<file path="src/hw/rtl/lafifo_pkg.sv">
package lafifo_pkg;

  localparam logic [7:0] CH_LF = 8'h0A;
  localparam logic [7:0] CH_CR = 8'h0D;
  localparam int MAX_RESULTS = 62;

  typedef enum logic [1:0] {
    MODE_RECV = 2'd0,
    MODE_POP  = 2'd1,
    MODE_LINE = 2'd2,
    MODE_NOP  = 2'd3
  } mode_t;

  typedef enum logic [1:0] {
    ST_OK     = 2'd0,
    ST_DROP   = 2'd1,
    ST_EMPTY  = 2'd2,
    ST_NOLINE = 2'd3
  } rx_status_t;

  typedef enum logic [1:0] {
    CNT_FILL,
    CNT_ZERO,
    CNT_LINE
  } cnt_sel_t;

  typedef enum logic [1:0] {
    RD_READ,
    RD_SCAN,
    RD_EMIT
  } rd_sel_t;

  typedef enum logic [3:0] {
    S_IDLE,
    S_DISPATCH,
    S_POP_RD,
    S_POP_LD,
    S_SCAN_RD,
    S_SCAN_CHK,
    S_FOUND,
    S_EMIT_RD,
    S_EMIT_LD,
    S_OUT,
    S_TAIL_RD,
    S_TAIL_CHK
  } state_t;

  typedef struct packed {
    logic       latch;
    logic       write;
    logic       scan_init;
    logic       scan_step;
    logic       found;
    logic       emit_step;
    logic       pop;
    logic       jump;
    logic       load;
    rd_sel_t    rd_sel;
    logic       ld_mem_data;
    logic       ld_last_k;
    cnt_sel_t   ld_count;
    rx_status_t ld_status;
  } ctl_t;

  typedef struct packed {
    mode_t mode;
    logic  full;
    logic  empty;
    logic  ml_zero;
    logic  scan_end;
    logic  eol;
    logic  n_zero;
    logic  out_fire;
    logic  out_last;
    logic  line_hit;
  } dp_stat_t;

endpackage

</file>
<file path="src/hw/rtl/lafifo_if.sv">
interface lafifo_cmd_if;
  logic       valid;
  logic       ready;
  logic [1:0] mode;
  logic [7:0] byte_in;
  logic [7:0] max_length;

  modport source (output valid, output mode, output byte_in, output max_length, input ready);
  modport sink (input valid, input mode, input byte_in, input max_length, output ready);
endinterface

interface lafifo_rsp_if;
  logic       valid;
  logic       ready;
  logic [7:0] data;
  logic       data_valid;
  logic       last;
  logic [5:0] count;
  logic [1:0] status;

  modport source (
    output valid, output data, output data_valid, output last, output count, output status,
    input ready
  );
  modport sink (
    input valid, input data, input data_valid, input last, input count, input status,
    output ready
  );
endinterface

</file>
<file path="src/hw/rtl/lafifo_ctrl.sv">
module lafifo_ctrl (
  input  logic                clk,
  input  logic                rst,
  input  logic                cmd_valid,
  output logic                cmd_ready,
  input  lafifo_pkg::dp_stat_t stat,
  output lafifo_pkg::ctl_t     ctl
);

  lafifo_pkg::state_t state, state_next;

  always_ff @(posedge clk) begin
    if (rst) begin
      state <= lafifo_pkg::S_IDLE;
    end else begin
      state <= state_next;
    end
  end

  always_comb begin
    state_next = state;
    unique case (state)
      lafifo_pkg::S_IDLE: begin
        if (cmd_valid) begin
          state_next = lafifo_pkg::S_DISPATCH;
        end
      end
      lafifo_pkg::S_DISPATCH: begin
        unique case (stat.mode)
          lafifo_pkg::MODE_POP:  state_next = stat.empty ? lafifo_pkg::S_OUT
                                                         : lafifo_pkg::S_POP_RD;
          lafifo_pkg::MODE_LINE: state_next = stat.ml_zero ? lafifo_pkg::S_OUT
                                                           : lafifo_pkg::S_SCAN_RD;
          default:               state_next = lafifo_pkg::S_OUT;
        endcase
      end
      lafifo_pkg::S_POP_RD:  state_next = lafifo_pkg::S_POP_LD;
      lafifo_pkg::S_POP_LD:  state_next = lafifo_pkg::S_OUT;
      lafifo_pkg::S_SCAN_RD: begin
        state_next = stat.scan_end ? lafifo_pkg::S_OUT : lafifo_pkg::S_SCAN_CHK;
      end
      lafifo_pkg::S_SCAN_CHK: begin
        state_next = stat.eol ? lafifo_pkg::S_FOUND : lafifo_pkg::S_SCAN_RD;
      end
      lafifo_pkg::S_FOUND: begin
        state_next = stat.n_zero ? lafifo_pkg::S_OUT : lafifo_pkg::S_EMIT_RD;
      end
      lafifo_pkg::S_EMIT_RD: state_next = lafifo_pkg::S_EMIT_LD;
      lafifo_pkg::S_EMIT_LD: state_next = lafifo_pkg::S_OUT;
      lafifo_pkg::S_OUT: begin
        if (stat.out_fire) begin
          if (!stat.out_last) begin
            state_next = lafifo_pkg::S_EMIT_RD;
          end else if (stat.line_hit) begin
            state_next = lafifo_pkg::S_TAIL_RD;
          end else begin
            state_next = lafifo_pkg::S_IDLE;
          end
        end
      end
      lafifo_pkg::S_TAIL_RD: begin
        state_next = stat.empty ? lafifo_pkg::S_IDLE : lafifo_pkg::S_TAIL_CHK;
      end
      lafifo_pkg::S_TAIL_CHK: state_next = lafifo_pkg::S_IDLE;
      default:                state_next = lafifo_pkg::S_IDLE;
    endcase
  end

  always_comb begin
    ctl           = '0;
    ctl.rd_sel    = lafifo_pkg::RD_READ;
    ctl.ld_count  = lafifo_pkg::CNT_FILL;
    ctl.ld_status = lafifo_pkg::ST_OK;
    cmd_ready     = 1'b0;
    unique case (state)
      lafifo_pkg::S_IDLE: begin
        cmd_ready = 1'b1;
        ctl.latch = cmd_valid;
      end
      lafifo_pkg::S_DISPATCH: begin
        unique case (stat.mode)
          lafifo_pkg::MODE_RECV: begin
            ctl.write     = 1'b1;
            ctl.load      = 1'b1;
            ctl.ld_status = stat.full ? lafifo_pkg::ST_DROP : lafifo_pkg::ST_OK;
          end
          lafifo_pkg::MODE_POP: begin
            if (stat.empty) begin
              ctl.load      = 1'b1;
              ctl.ld_count  = lafifo_pkg::CNT_ZERO;
              ctl.ld_status = lafifo_pkg::ST_EMPTY;
            end
          end
          lafifo_pkg::MODE_LINE: begin
            if (stat.ml_zero) begin
              ctl.load     = 1'b1;
              ctl.ld_count = lafifo_pkg::CNT_ZERO;
            end else begin
              ctl.scan_init = 1'b1;
            end
          end
          default: begin
            ctl.load = 1'b1;
          end
        endcase
      end
      lafifo_pkg::S_POP_RD: ctl.rd_sel = lafifo_pkg::RD_READ;
      lafifo_pkg::S_POP_LD: begin
        ctl.pop         = 1'b1;
        ctl.load        = 1'b1;
        ctl.ld_mem_data = 1'b1;
      end
      lafifo_pkg::S_SCAN_RD: begin
        ctl.rd_sel = lafifo_pkg::RD_SCAN;
        if (stat.scan_end) begin
          ctl.load      = 1'b1;
          ctl.ld_count  = lafifo_pkg::CNT_ZERO;
          ctl.ld_status = lafifo_pkg::ST_NOLINE;
        end
      end
      lafifo_pkg::S_SCAN_CHK: begin
        ctl.found     = stat.eol;
        ctl.scan_step = !stat.eol;
      end
      lafifo_pkg::S_FOUND: begin
        if (stat.n_zero) begin
          ctl.load     = 1'b1;
          ctl.ld_count = lafifo_pkg::CNT_ZERO;
        end
      end
      lafifo_pkg::S_EMIT_RD: ctl.rd_sel = lafifo_pkg::RD_EMIT;
      lafifo_pkg::S_EMIT_LD: begin
        ctl.load        = 1'b1;
        ctl.ld_mem_data = 1'b1;
        ctl.ld_last_k   = 1'b1;
        ctl.ld_count    = lafifo_pkg::CNT_LINE;
        ctl.emit_step   = 1'b1;
      end
      lafifo_pkg::S_OUT: begin
        ctl.jump = stat.out_fire && stat.out_last && stat.line_hit;
      end
      lafifo_pkg::S_TAIL_RD: ctl.rd_sel = lafifo_pkg::RD_READ;
      lafifo_pkg::S_TAIL_CHK: ctl.pop = stat.eol;
      default: ctl.rd_sel = lafifo_pkg::RD_READ;
    endcase
  end

endmodule

</file>
<file path="src/hw/rtl/lafifo_dp.sv">
module lafifo_dp #(
  parameter int DEPTH = 64
) (
  input  logic                 clk,
  input  logic                 rst,
  input  lafifo_pkg::ctl_t     ctl,
  output lafifo_pkg::dp_stat_t stat,
  input  logic [1:0]           mode,
  input  logic [7:0]           byte_in,
  input  logic [7:0]           max_length,
  input  logic                 rsp_ready,
  output logic                 rsp_valid,
  output logic [7:0]           data,
  output logic                 data_valid,
  output logic                 last,
  output logic [5:0]           count,
  output logic [1:0]           status
);

  localparam int AW = $clog2(DEPTH);
  localparam int CW = (AW > 6) ? AW : 6;

  logic [7:0] mem [DEPTH];

  logic [1:0]    mode_q;
  logic [7:0]    byte_q;
  logic [7:0]    ml_q;
  logic [AW-1:0] wr_idx, rd_idx, scan_ptr, emit_ptr, walked;
  logic [AW-1:0] wr_idx_next, rd_idx_next, rd_addr, fill_next;
  logic [7:0]    rdata;
  logic [5:0]    line_n, k;
  logic          line_hit;
  logic          full, empty, eol;
  logic [7:0]    ml_m1;
  logic [5:0]    cap;
  logic [CW-1:0] walked_w, cap_w, fill_w;

  logic                   out_valid, o_dvalid, o_last;
  logic [7:0]             o_data;
  logic [5:0]             o_count;
  lafifo_pkg::rx_status_t o_status;

  function automatic logic [AW-1:0] nxt(input logic [AW-1:0] i);
    return (i == AW'(DEPTH - 1)) ? '0 : i + AW'(1);
  endfunction

  function automatic logic [AW-1:0] fill_of(input logic [AW-1:0] w, input logic [AW-1:0] r);
    logic [AW:0] t;
    t = {1'b0, w} - {1'b0, r};
    if (w < r) begin
      t = t + (AW + 1)'(DEPTH);
    end
    return t[AW-1:0];
  endfunction

  assign full  = (nxt(wr_idx) == rd_idx);
  assign empty = (rd_idx == wr_idx);
  assign eol   = (rdata == lafifo_pkg::CH_LF) || (rdata == lafifo_pkg::CH_CR);

  assign wr_idx_next = (ctl.write && !full) ? nxt(wr_idx) : wr_idx;
  always_comb begin
    rd_idx_next = rd_idx;
    if (ctl.pop) begin
      rd_idx_next = nxt(rd_idx);
    end else if (ctl.jump) begin
      rd_idx_next = nxt(scan_ptr);
    end
  end

  assign fill_next = fill_of(wr_idx_next, rd_idx_next);
  assign fill_w    = CW'(fill_next);

  always_comb begin
    unique case (ctl.rd_sel)
      lafifo_pkg::RD_SCAN: rd_addr = scan_ptr;
      lafifo_pkg::RD_EMIT: rd_addr = emit_ptr;
      default:             rd_addr = rd_idx;
    endcase
  end

  // line length is the distance to the terminator, capped
  assign ml_m1    = ml_q - 8'd1;
  assign cap      = (ml_m1 > 8'(lafifo_pkg::MAX_RESULTS)) ? 6'(lafifo_pkg::MAX_RESULTS)
                                                          : ml_m1[5:0];
  assign walked_w = CW'(walked);
  assign cap_w    = CW'(cap);

  always_ff @(posedge clk) begin
    if (ctl.write && !full) begin
      mem[wr_idx] <= byte_q;
    end
    rdata <= mem[rd_addr];
  end

  always_ff @(posedge clk) begin
    if (ctl.latch) begin
      mode_q <= mode;
      byte_q <= byte_in;
      ml_q   <= max_length;
    end
    if (ctl.scan_init) begin
      scan_ptr <= rd_idx;
      walked   <= '0;
    end else if (ctl.scan_step) begin
      scan_ptr <= nxt(scan_ptr);
      walked   <= walked + AW'(1);
    end
    if (ctl.found) begin
      line_n   <= (walked_w < cap_w) ? walked_w[5:0] : cap;
      emit_ptr <= rd_idx;
      k        <= '0;
    end else if (ctl.emit_step) begin
      emit_ptr <= nxt(emit_ptr);
      k        <= k + 6'd1;
    end
    if (ctl.load) begin
      o_data   <= ctl.ld_mem_data ? rdata : 8'd0;
      o_dvalid <= ctl.ld_mem_data;
      o_last   <= ctl.ld_last_k ? (k == line_n - 6'd1) : 1'b1;
      o_status <= ctl.ld_status;
      case (ctl.ld_count)
        lafifo_pkg::CNT_FILL: o_count <= fill_w[5:0];
        lafifo_pkg::CNT_LINE: o_count <= line_n;
        default:              o_count <= 6'd0;
      endcase
    end
  end

  always_ff @(posedge clk) begin
    if (rst) begin
      wr_idx    <= '0;
      rd_idx    <= '0;
      out_valid <= 1'b0;
      line_hit  <= 1'b0;
    end else begin
      wr_idx <= wr_idx_next;
      rd_idx <= rd_idx_next;
      if (ctl.load) begin
        out_valid <= 1'b1;
      end else if (rsp_ready) begin
        out_valid <= 1'b0;
      end
      if (ctl.latch) begin
        line_hit <= 1'b0;
      end else if (ctl.found) begin
        line_hit <= 1'b1;
      end
    end
  end

  assign stat.mode     = lafifo_pkg::mode_t'(mode_q);
  assign stat.full     = full;
  assign stat.empty    = empty;
  assign stat.ml_zero  = (ml_q == 8'd0);
  assign stat.scan_end = (scan_ptr == wr_idx);
  assign stat.eol      = eol;
  assign stat.n_zero   = (line_n == 6'd0);
  assign stat.out_fire = out_valid && rsp_ready;
  assign stat.out_last = o_last;
  assign stat.line_hit = line_hit;

  assign rsp_valid  = out_valid;
  assign data       = o_data;
  assign data_valid = o_dvalid;
  assign last       = o_last;
  assign count      = o_count;
  assign status     = o_status;

endmodule

</file>
<file path="src/hw/rtl/line_assembling_receive_fifo.sv">
// receive and no-op: latched, then the result is loaded in dispatch; pop: dispatch, ram read, load
// line read: dispatch, then a read and a check state per byte walked through the terminator (a last
// read state ends the scan if there is none), then a state to size the line, then per line byte a
// read state, a load state and its output transfer; after the last result a tail read and check drop a trailing cr/lf
// one command at a time; the next is taken once the last result has been transferred
// synchronous reset empties the ring (both indices to zero) and drops any pending result
module line_assembling_receive_fifo #(
  parameter int DEPTH = 64
) (
  input logic          clk,
  input logic          rst,
  lafifo_cmd_if.sink   cmd,
  lafifo_rsp_if.source rsp
);

  lafifo_pkg::ctl_t     ctl;
  lafifo_pkg::dp_stat_t stat;

  lafifo_ctrl u_ctrl (
    .clk       (clk),
    .rst       (rst),
    .cmd_valid (cmd.valid),
    .cmd_ready (cmd.ready),
    .stat      (stat),
    .ctl       (ctl)
  );

  lafifo_dp #(
    .DEPTH (DEPTH)
  ) u_dp (
    .clk        (clk),
    .rst        (rst),
    .ctl        (ctl),
    .stat       (stat),
    .mode       (cmd.mode),
    .byte_in    (cmd.byte_in),
    .max_length (cmd.max_length),
    .rsp_ready  (rsp.ready),
    .rsp_valid  (rsp.valid),
    .data       (rsp.data),
    .data_valid (rsp.data_valid),
    .last       (rsp.last),
    .count      (rsp.count),
    .status     (rsp.status)
  );

  a_busy_while_out: assert property (@(posedge clk) disable iff (rst)
    rsp.valid |-> !cmd.ready) else $error("command taken while result pending");

  a_data_zero: assert property (@(posedge clk) disable iff (rst)
    rsp.valid && !rsp.data_valid |-> rsp.data == 8'd0) else $error("stray data byte");

  a_more_has_data: assert property (@(posedge clk) disable iff (rst)
    rsp.valid && !rsp.last |-> rsp.data_valid && rsp.status == lafifo_pkg::ST_OK)
    else $error("non-final result without a byte");

  a_one_load: assert property (@(posedge clk) disable iff (rst)
    ctl.load |-> !rsp.valid || rsp.ready) else $error("result overwritten");

endmodule
</file>
<file path="src/flat_wrapper.sv">
// flat-port wrapper written by rule: the top's interface ports become plain ports
module line_assembling_receive_fifo_flat 
#(
  parameter int DEPTH = 64
)
  (clk, rst, cmd_valid, cmd_mode, cmd_byte_in, cmd_max_length, cmd_ready, rsp_valid, rsp_data, rsp_data_valid, rsp_last, rsp_count, rsp_status, rsp_ready);
  lafifo_cmd_if cmd_i ();
  lafifo_rsp_if rsp_i ();
  input logic clk;
  input logic rst;
  input wire logic [$bits(cmd_i.valid)-1:0] cmd_valid;
  input wire logic [$bits(cmd_i.mode)-1:0] cmd_mode;
  input wire logic [$bits(cmd_i.byte_in)-1:0] cmd_byte_in;
  input wire logic [$bits(cmd_i.max_length)-1:0] cmd_max_length;
  output wire logic [$bits(cmd_i.ready)-1:0] cmd_ready;
  output wire logic [$bits(rsp_i.valid)-1:0] rsp_valid;
  output wire logic [$bits(rsp_i.data)-1:0] rsp_data;
  output wire logic [$bits(rsp_i.data_valid)-1:0] rsp_data_valid;
  output wire logic [$bits(rsp_i.last)-1:0] rsp_last;
  output wire logic [$bits(rsp_i.count)-1:0] rsp_count;
  output wire logic [$bits(rsp_i.status)-1:0] rsp_status;
  input wire logic [$bits(rsp_i.ready)-1:0] rsp_ready;
  assign cmd_i.valid = cmd_valid;
  assign cmd_i.mode = cmd_mode;
  assign cmd_i.byte_in = cmd_byte_in;
  assign cmd_i.max_length = cmd_max_length;
  assign cmd_ready = cmd_i.ready;
  assign rsp_valid = rsp_i.valid;
  assign rsp_data = rsp_i.data;
  assign rsp_data_valid = rsp_i.data_valid;
  assign rsp_last = rsp_i.last;
  assign rsp_count = rsp_i.count;
  assign rsp_status = rsp_i.status;
  assign rsp_i.ready = rsp_ready;
  line_assembling_receive_fifo #(.DEPTH(DEPTH)) u_core (.clk(clk), .rst(rst), .cmd(cmd_i), .rsp(rsp_i));
endmodule
</file>
<file path="config.mk">
export PLATFORM = sky130hd
export DESIGN_NAME = line_assembling_receive_fifo_flat
export DESIGN_NICKNAME = d
export VERILOG_FILES = /design/src/hw/rtl/lafifo_pkg.sv /design/src/hw/rtl/lafifo_if.sv /design/src/hw/rtl/lafifo_ctrl.sv /design/src/hw/rtl/lafifo_dp.sv /design/src/hw/rtl/line_assembling_receive_fifo.sv /design/src/flat_wrapper.sv
export SDC_FILE = /design/constraint.sdc
export NUM_CORES = 1
export LEC_CHECK = 0
export BUFFER_PORTS_ARGS = -buffer_cell sky130_fd_sc_hd__clkbuf_2
export CAP_MARGIN = 30
export CORE_MARGIN = 2
export CORE_UTILIZATION = 63
export DETAILED_ROUTE_END_ITERATION = 6
export PLACE_DENSITY = 0.81
export SETUP_SLACK_MARGIN = 0.3
export SYNTH_ARGS = -nofsm -noshare
export SYNTH_HDL_FRONTEND = slang
export SYNTH_SLANG_ARGS = --single-unit
</file>
<file path="constraint.sdc">
create_clock -name clk -period 4.1 [get_ports clk]
set_input_delay 0.82 -clock clk [delete_from_list [all_inputs] [get_ports clk]]
set_output_delay 0.82 -clock clk [all_outputs]
set_load 0.05 [all_outputs]
</file>
==> flow_metrics.py, run 1 <==
metrics = {
    "logic_synthesis": {
        "syn_area_um2": 25420,
        "synth-async-reset-ratio_pct": 0,
        "yosysTopAreaCell": "edfxtp_1",
        "post-synth-top-count-cell": "edfxtp_1",
        "avgSynthCellArea_um2": 13.64,
        "synth_ff_type": "edfxtp_1",
        "syn_nets": 1911,
        "synth_edf_count": 566,
        "synth_warnings": 0,
        "ys_types": 76,
        "netlist_instances": 1863,
        "synth_area_leaders": "edfxtp_1 (67%), nand2_1 (4.6%), mux4_2 (3.8%), dfxtp_1 (3.0%), a21oi_1 (2.8%)",
        "synth_top_area_share_pct": 66.87,
        "synth_seq_cells": 604,
        "yosysSeqAreaShare_pct": 69.86,
        "synthTopCellsByCount": "edfxtp_1 (566), nand2_1 (313), a21oi_1 (144)",
    },
    "route": {
        "num_vias": 16730,
        "routed_wl_um": 62850,
        "drt-initial-drc-count": 2182,
        "drc": 0,
        "post_drt_wl_per_cell_um": 24.77,
        "ant_nets": 0,
        "vias_per_cell": 6.594,
        "drt_first_pass_iters": 6,
    },
    "placement": {
        "gp_congestion": 0.9418,
        "portBuffers": 41,
        "hpwl_um": 38550,
        "post-place-ws_ns": 0.1604,
    },
    "outcome": {
        "status": "finished clean",
    },
    "critical_path": {
        "rr_worst_depth": 17,
        "worstPathRequired_ns": 4.46,
        "timing.rr.start": "u_core.u_dp.wr_idx[2]",
        "cpPeakStageDelay_ns": 0.38,
        "rrSetupSlack_ns": 0.41,
        "crit_chain": "buf_4, nand3_1, nor2_1, or3_4, a211oi_4, a21oi_2, buf_4, mux2i_4, inv_1, ha_1, a21o_1, a21oi_2, o21bai_1, a21oi_1, xor2_1, xnor2_1, a22o_1",
        "critPathArrivalTime_ns": 4.05,
        "start_kind": "flip-flop",
        "crit_type": "flip-flop to flip-flop",
        "critPathLaunch": "u_core.u_dp.wr_idx[2]",
        "crit_path_end": "u_core.u_dp.count[5]",
        "cpMaxStageDelayCell": "dfxtp_4",
        "r2r_end": "u_core.u_dp.count[5]",
        "worst-path-max-fanout": 10,
        "endpoint_kind": "flip-flop",
    },
    "finish": {
        "post_route_cells_drive_above_1_share_pct": 15.56,
        "syn_to_final_growth_pct": 12.70,
        "nets": 2014,
        "fill_cells": 2443,
    },
    "sta": {
        "slew_headroom_pct": 38.05,
        "setup_violations": 0,
        "maxSlewViolCount": 0,
        "rsz0062_at_grt": "no",
        "fin_crit_ns": 3.687,
        "finalSetupTns_ns": 0,
        "fin_skew_ns": 0.03910,
        "hold_viol": 0,
        "fmax_ghz": 0.2712,
        "fin_ws_ns": 0.4126,
        "finalCritPeriodShare_pct": 89.94,
        "tightest_slew_ns": 0.9269,
    },
    "grt": {
        "grt_max_degree": 65,
        "grt_antenna_before_repair": 1,
        "track_usage_pct": 29.99,
        "overflow": 0,
        "grt_pass1_wl_um": 93930,
        "grt_pass1_vias": 16310,
    },
    "power_and_ir_drop": {
        "leakage_nw": 9.964,
        "power_mw": 14.71,
        "ir_worst_vdd_v": 0.0004660,
        "p_per_area_nw_per_um2": 513.6,
    },
    "job": {
        "maxCapViolations": 0,
    },
    "floorplanning": {
        "core_area_um2": 39820,
        "start_util_pct": 63.83,
        "die_x_um": 204.9,
        "ios": 42,
        "dieHeight_um": 204.9,
        "rows": 73,
        "dieArea_um2": 41970,
    },
    "clock_tree": {
        "htreeDepth": 2,
        "clock_latency_ns": 0.64,
        "numCtsBuffers": 57,
        "cts_tree": "yes",
        "cts_sinks": 604,
        "clkSlewWorstSetupHoldPaths_ns": 0.06,
        "cts_hold_buf": 0,
        "cts-root-buf": "clkbuf_16",
        "clockBufferDepth": 3,
    },
    "worst_hold_path": {
        "hold_path_class": "input pin to flip-flop",
    },
}
==> logic make-up (layout without fill, tap and decap cells) <==
group,after synthesis,after routing,synth area share (%)
buf+inv,130,276,2.501
compound gates,362,362,9.195
simple gates,634,636,10.99
flops,604,604,69.86
mux,67,67,4.765
fa+ha+maj,26,26,1.309
xor+xnor,40,40,1.378
other cells,0,1,0
==> repair_timing <==
item,in CTS,in global routing
gates cloned,0,2
resized for setup,10,29
pin swaps,1,5
buffers inserted,2,16
setup endpoints to repair,11,15
==> routing by layer <==
| metal | track usage [%] | part of all wire, % | vias to the layer above |
|---|---|---|---|
| li1 | - | - | 7269 |
| met1 | 39.86 | 37 | 8144 |
| met2 | 49.30 | 48 | 1119 |
| met3 | 4.852 | 11 | 194 |
| met4 | 13.57 | 4.6 | 2 |
| met5 | 0 | 0.018 | - |
==> critical path, delay by kind of cell, from the launching register on <==
kind / cells / cell delay (ns)
DFF: 1 / 0.38
buffers and inverters: 3 / 0.40
adders and majority gates: 1 / 0.30
muxes: 1 / 0.20
and+or+nand+nor: 3 / 0.63
AOI/OAI and AO/OA: 7 / 1.22
xor gates and xnor gates: 2 / 0.33
==> worst min-delay path by stage <==
stage,cells after the start,start,end,slack (ns)
floorplan,2,u_core.u_dp.k[5],u_core.u_dp.k[5],0.47
global placement,2,u_core.u_dp.k[5],u_core.u_dp.k[5],0.49
detailed placement,2,u_core.u_dp.k[5],u_core.u_dp.k[5],0.51
CTS,1,cmd_mode[0],u_core.u_dp.mode_q[0],0.36
global route,1,cmd_max_length[2],u_core.u_dp.ml_q[2],0.37
finish,1,cmd_mode[0],u_core.u_dp.mode_q[0],0.38
==> flip-flops by register name, indices dropped and copies added, names as in the netlist <==
name                    flops
u_core.u_dp.rdata           8
u_core.u_dp.rsp_valid       1
u_core.u_dp.byte_q          8
u_core.u_dp.scan_ptr        6
u_core.u_dp.data_valid      1
u_core.u_dp.k               6
u_core.u_dp.line_hit        1
u_core.u_dp.ml_q            8
u_core.u_dp.line_n          6
u_core.u_dp.data            8
u_core.u_dp.wr_idx          6
u_core.u_dp.rd_idx          6
u_core.u_dp.emit_ptr        6
u_core.u_ctrl.state         4
u_core.u_dp.mode_q          2
u_core.u_dp.mem           512
u_core.u_dp.last            1
u_core.u_dp.status          2
u_core.u_dp.count           6
u_core.u_dp.walked          6
==> area by class of cell <==
type	instances	area (µm²)	share of cell area, %
Clock inverter	30	315.3	1.101
Antenna cell	1	2.502	0.008736
Sequential cell	604	17770	62.02
Inverter	25	93.84	0.3276
Timing Repair Buffer	147	1144	3.992
Multi-Input combinational cell	1131	7178	25.06
Tap cell	525	656.9	2.293
Clock buffer	74	1490	5.202
==> placed cells by master, fill, tap and decap left out, types with 7 or more instances in the layout <==
master,synthesis,layout
edfxtp_1,566,566
nand2_1,313,313
a21oi_1,144,143
nor2_1,137,135
buf_4,13,91
nand3_1,77,76
clkbuf_16,0,57
o21ai_0,49,43
mux4_2,43,43
clkbuf_2,1,41
a221oi_1,35,35
dfxtp_1,38,33
a22oi_1,26,26
inv_1,24,24
ha_1,25,22
nand4_1,21,21
xnor2_1,20,20
xor2_1,20,20
mux2i_1,22,20
clkbuf_1,45,17
clkinv_1,1,13
a2111oi_0,18,12
o21ai_1,8,11
o22ai_1,11,11
and2_1,12,11
nand2b_1,11,10
nor3_1,11,10
a32oi_1,10,10
nor2b_1,10,9
buf_12,0,9
and3_1,7,7
clkinv_2,0,7
==> power breakdown <==
part / internal (mW) / switching (mW)
combinational: 0.555 / 1.48
sequential: 7.34 / 0.193
clock: 2.89 / 2.26
total: 10.8 / 3.93
==> metrics by stage <==
stage               util (%)  instance area (µm²)  std cells  hold WS [ns]
floorplan                  -                25420       1863        0.4705
global placement       66.49                26480       2409        0.4876
detailed placement     66.52                26490       2410        0.5062
CTS                    71.18                28350       2516        0.3624
global route           71.93                28640       2536        0.3725
finish                 71.93                28650       2537        0.3831
Note: power is estimated with default switching activity, not from simulation.
==> run 2: changes to the inputs <==
--- a/config.mk
+++ b/config.mk
@@ -7,7 +7,7 @@
 export LEC_CHECK = 0
 export BUFFER_PORTS_ARGS = -buffer_cell sky130_fd_sc_hd__clkbuf_2
 export CAP_MARGIN = 30
-export CORE_MARGIN = 2
+export CORE_MARGIN = 1.5
 export CORE_UTILIZATION = 63
 export DETAILED_ROUTE_END_ITERATION = 6
 export PLACE_DENSITY = 0.81
==> run 2 against run 1 <==
  * Clock-buffer cell count increased by 4
  * Power increased by 2.4%
  * Sequential cell count unchanged
  * Sequential share of layout area decreased by 0.39 points
  * Wire length increased by 4.3%
  * Register-to-register slack got worse by 0.06 ns
  * Cell area increased by 0.64%
  * Clock power increased by 6.0%
  * Setup slack got worse by 0.061 ns
  * Critical path type unchanged
==> flow_metrics.py, run 2 (synthesized netlist as in run 1, its figures left out) <==
metrics = {
    "outcome": {
        "status": "finished clean",
    },
    "grt": {
        "overflow": 0,
        "grt_max_degree": 65,
        "grt_pass1_wl_um": 96810,
        "grt_antenna_before_repair": 0,
        "track_usage_pct": 31.51,
        "grt_pass1_vias": 16570,
    },
    "finish": {
        "layout_commonest_cell": "edfxtp_1",
        "regMostFlops": "u_core.u_dp.mem",
        "final_area_um2": 28830,
        "syn_to_final_growth_pct": 13.42,
        "largest_reg_flops": 512,
        "antennaDiodeCount": 0,
        "post_route_cells_drive_above_1_share_pct": 16.58,
        "nets": 2014,
        "final_cells": 2539,
        "final_cell_mix": "edfxtp_1 (566), nand2_1 (313), a21oi_1 (143)",
    },
    "route": {
        "num_vias": 17030,
        "vias_per_cell": 6.708,
        "drc": 0,
        "ant_nets": 0,
        "drt-initial-drc-count": 2288,
        "post_drt_wl_per_cell_um": 25.81,
        "routed_wl_um": 65530,
        "drt_first_pass_iters": 6,
    },
    "sta": {
        "tightest_slew_ns": 1.039,
        "rsz0062_at_grt": "yes",
        "fin_ws_ns": 0.3520,
        "whs_ns": 0.3680,
        "hold_viol": 0,
        "fmax_ghz": 0.2668,
        "setup_violations": 0,
        "finalCritPeriodShare_pct": 91.41,
        "slew_headroom_pct": 30.50,
        "fin_skew_ns": 0.02790,
        "maxSlewViolCount": 0,
        "fin_crit_ns": 3.748,
        "finalSetupTns_ns": 0,
    },
    "critical_path": {
        "cpPeakStageDelay_ns": 0.55,
        "crit_type": "flip-flop to flip-flop",
        "critPathArrivalTime_ns": 4.25,
        "crit_chain": "nor2b_1, nand3_1, ha_1, a221o_2, nand2_8, buf_4, mux4_2, a2111oi_2, o21ai_0, nand3_1, o41ai_1",
        "rrSetupSlack_ns": 0.35,
        "worstPathRequired_ns": 4.60,
        "worst-path-max-fanout": 12,
        "cpMaxStageDelayCell": "mux4_2",
        "start_kind": "flip-flop",
        "endpoint_kind": "flip-flop",
        "path_common_cell": "nand3_1",
    },
    "power_and_ir_drop": {
        "power.share.clock_pct": 36.2,
        "ir_worst_vdd_v": 0.0005281,
        "p_int_mw": 11.02,
        "comb_power_share_pct": 13.8,
        "p_sw_mw": 4.050,
        "pwr-share-seq_pct": 50.0,
        "leakage_nw": 10.07,
        "p_sw_share_pct": 26.88,
        "p_per_area_nw_per_um2": 522.8,
    },
    "floorplanning": {
        "ios": 42,
        "core_area_um2": 39730,
        "start_util_pct": 63.97,
        "rows": 73,
        "dieHeight_um": 203.9,
        "dieArea_um2": 41560,
        "die_x_um": 203.9,
    },
    "clock_tree": {
        "cts_sinks": 604,
        "clockBufferDepth": 3,
        "cts_tree": "yes",
        "clkSlewWorstSetupHoldPaths_ns": 0.06,
        "numCtsBuffers": 59,
        "htreeDepth": 2,
        "cts-root-buf": "clkbuf_16",
        "clock_latency_ns": 0.64,
    },
    "placement": {
        "place_area_um2": 26540,
        "dp.cells": 2408,
        "post-place-ws_ns": 0.2694,
        "hpwl_um": 39440,
        "portBuffers": 41,
        "gp_congestion": 0.9087,
    },
    "job": {
        "maxCapViolations": 0,
    },
    "worst_hold_path": {
        "hold_path_class": "input pin to flip-flop",
    },
}
==> run 2: what timing repair did <==
action | CTS | global route
resized for setup | 2 | 38
buffers inserted | 0 | 19
pin swaps | 0 | 7
endpoints found under the setup margin | 7 | 15
endpoints found under the hold margin | 0 | 0
gates cloned | 0 | 3
hold buffers | 0 | 0
==> run 2: layer usage <==
metal	part of all wire [%]	GRT usage, %	up-vias
li1	-	-	7284
met1	36	41.97	8250
met2	47	49.50	1270
met3	12	6.824	228
met4	5.0	15.93	0
met5	0	0	-
==> run 2: critical path: cells and delay by family (launching register included) <==
| kind | cells | cell delay, ns |
|---|---|---|
| AO/OA/AOI/OAI | 4 | 1.13 |
| multiplexers | 1 | 0.55 |
| flip-flops | 1 | 0.41 |
| AND/OR/NAND/NOR | 4 | 0.87 |
| adder cells (fa/ha/maj) | 1 | 0.41 |
| buffers and inverters | 1 | 0.24 |
==> run 2: metrics by stage <==
step	power (mW)	utilization [%]
5_1_grt	15.45	72.56
3_5_place_dp	9.647	66.80
6_report	15.07	72.56
3_3_place_gp	9.562	66.73
4_1_cts	15.00	71.72
2_1_floorplan	8.936	-
==> run 2: power by group through the flow <==
stage | registers [mW] | logic [mW] | clock network, mW
2_1_floorplan | 8.03 | 0.903 | 0
3_3_place_gp | 7.67 | 1.90 | 0
3_5_place_dp | 7.66 | 1.99 | 0
4_1_cts | 7.53 | 2.00 | 5.47
5_1_grt | 7.56 | 2.21 | 5.68
6_report | 7.54 | 2.08 | 5.46
==> run 2: final timing paths <==
check / start / end / depth (start not counted)
setup / recovery: u_core.u_ctrl.state[3] / u_core.u_dp.rdata[2] / 11
hold reg to reg: u_core.u_dp.k[5] / u_core.u_dp.k[5] / 2
setup reg to reg: u_core.u_ctrl.state[3] / u_core.u_dp.rdata[2] / 11
hold / removal: cmd_max_length[1] / u_core.u_dp.ml_q[1] / 1
==> run 2: area by class of cell <==
cell class                 count  area [µm²]
timing repair buffer         145        1176
inverter                      25       93.84
clock inverter                31       284.0
clock buffer                  78        1669
sequential                   604       17770
multi-input combinational   1131        7183
fill                        2401       10900
tap                          525       656.9
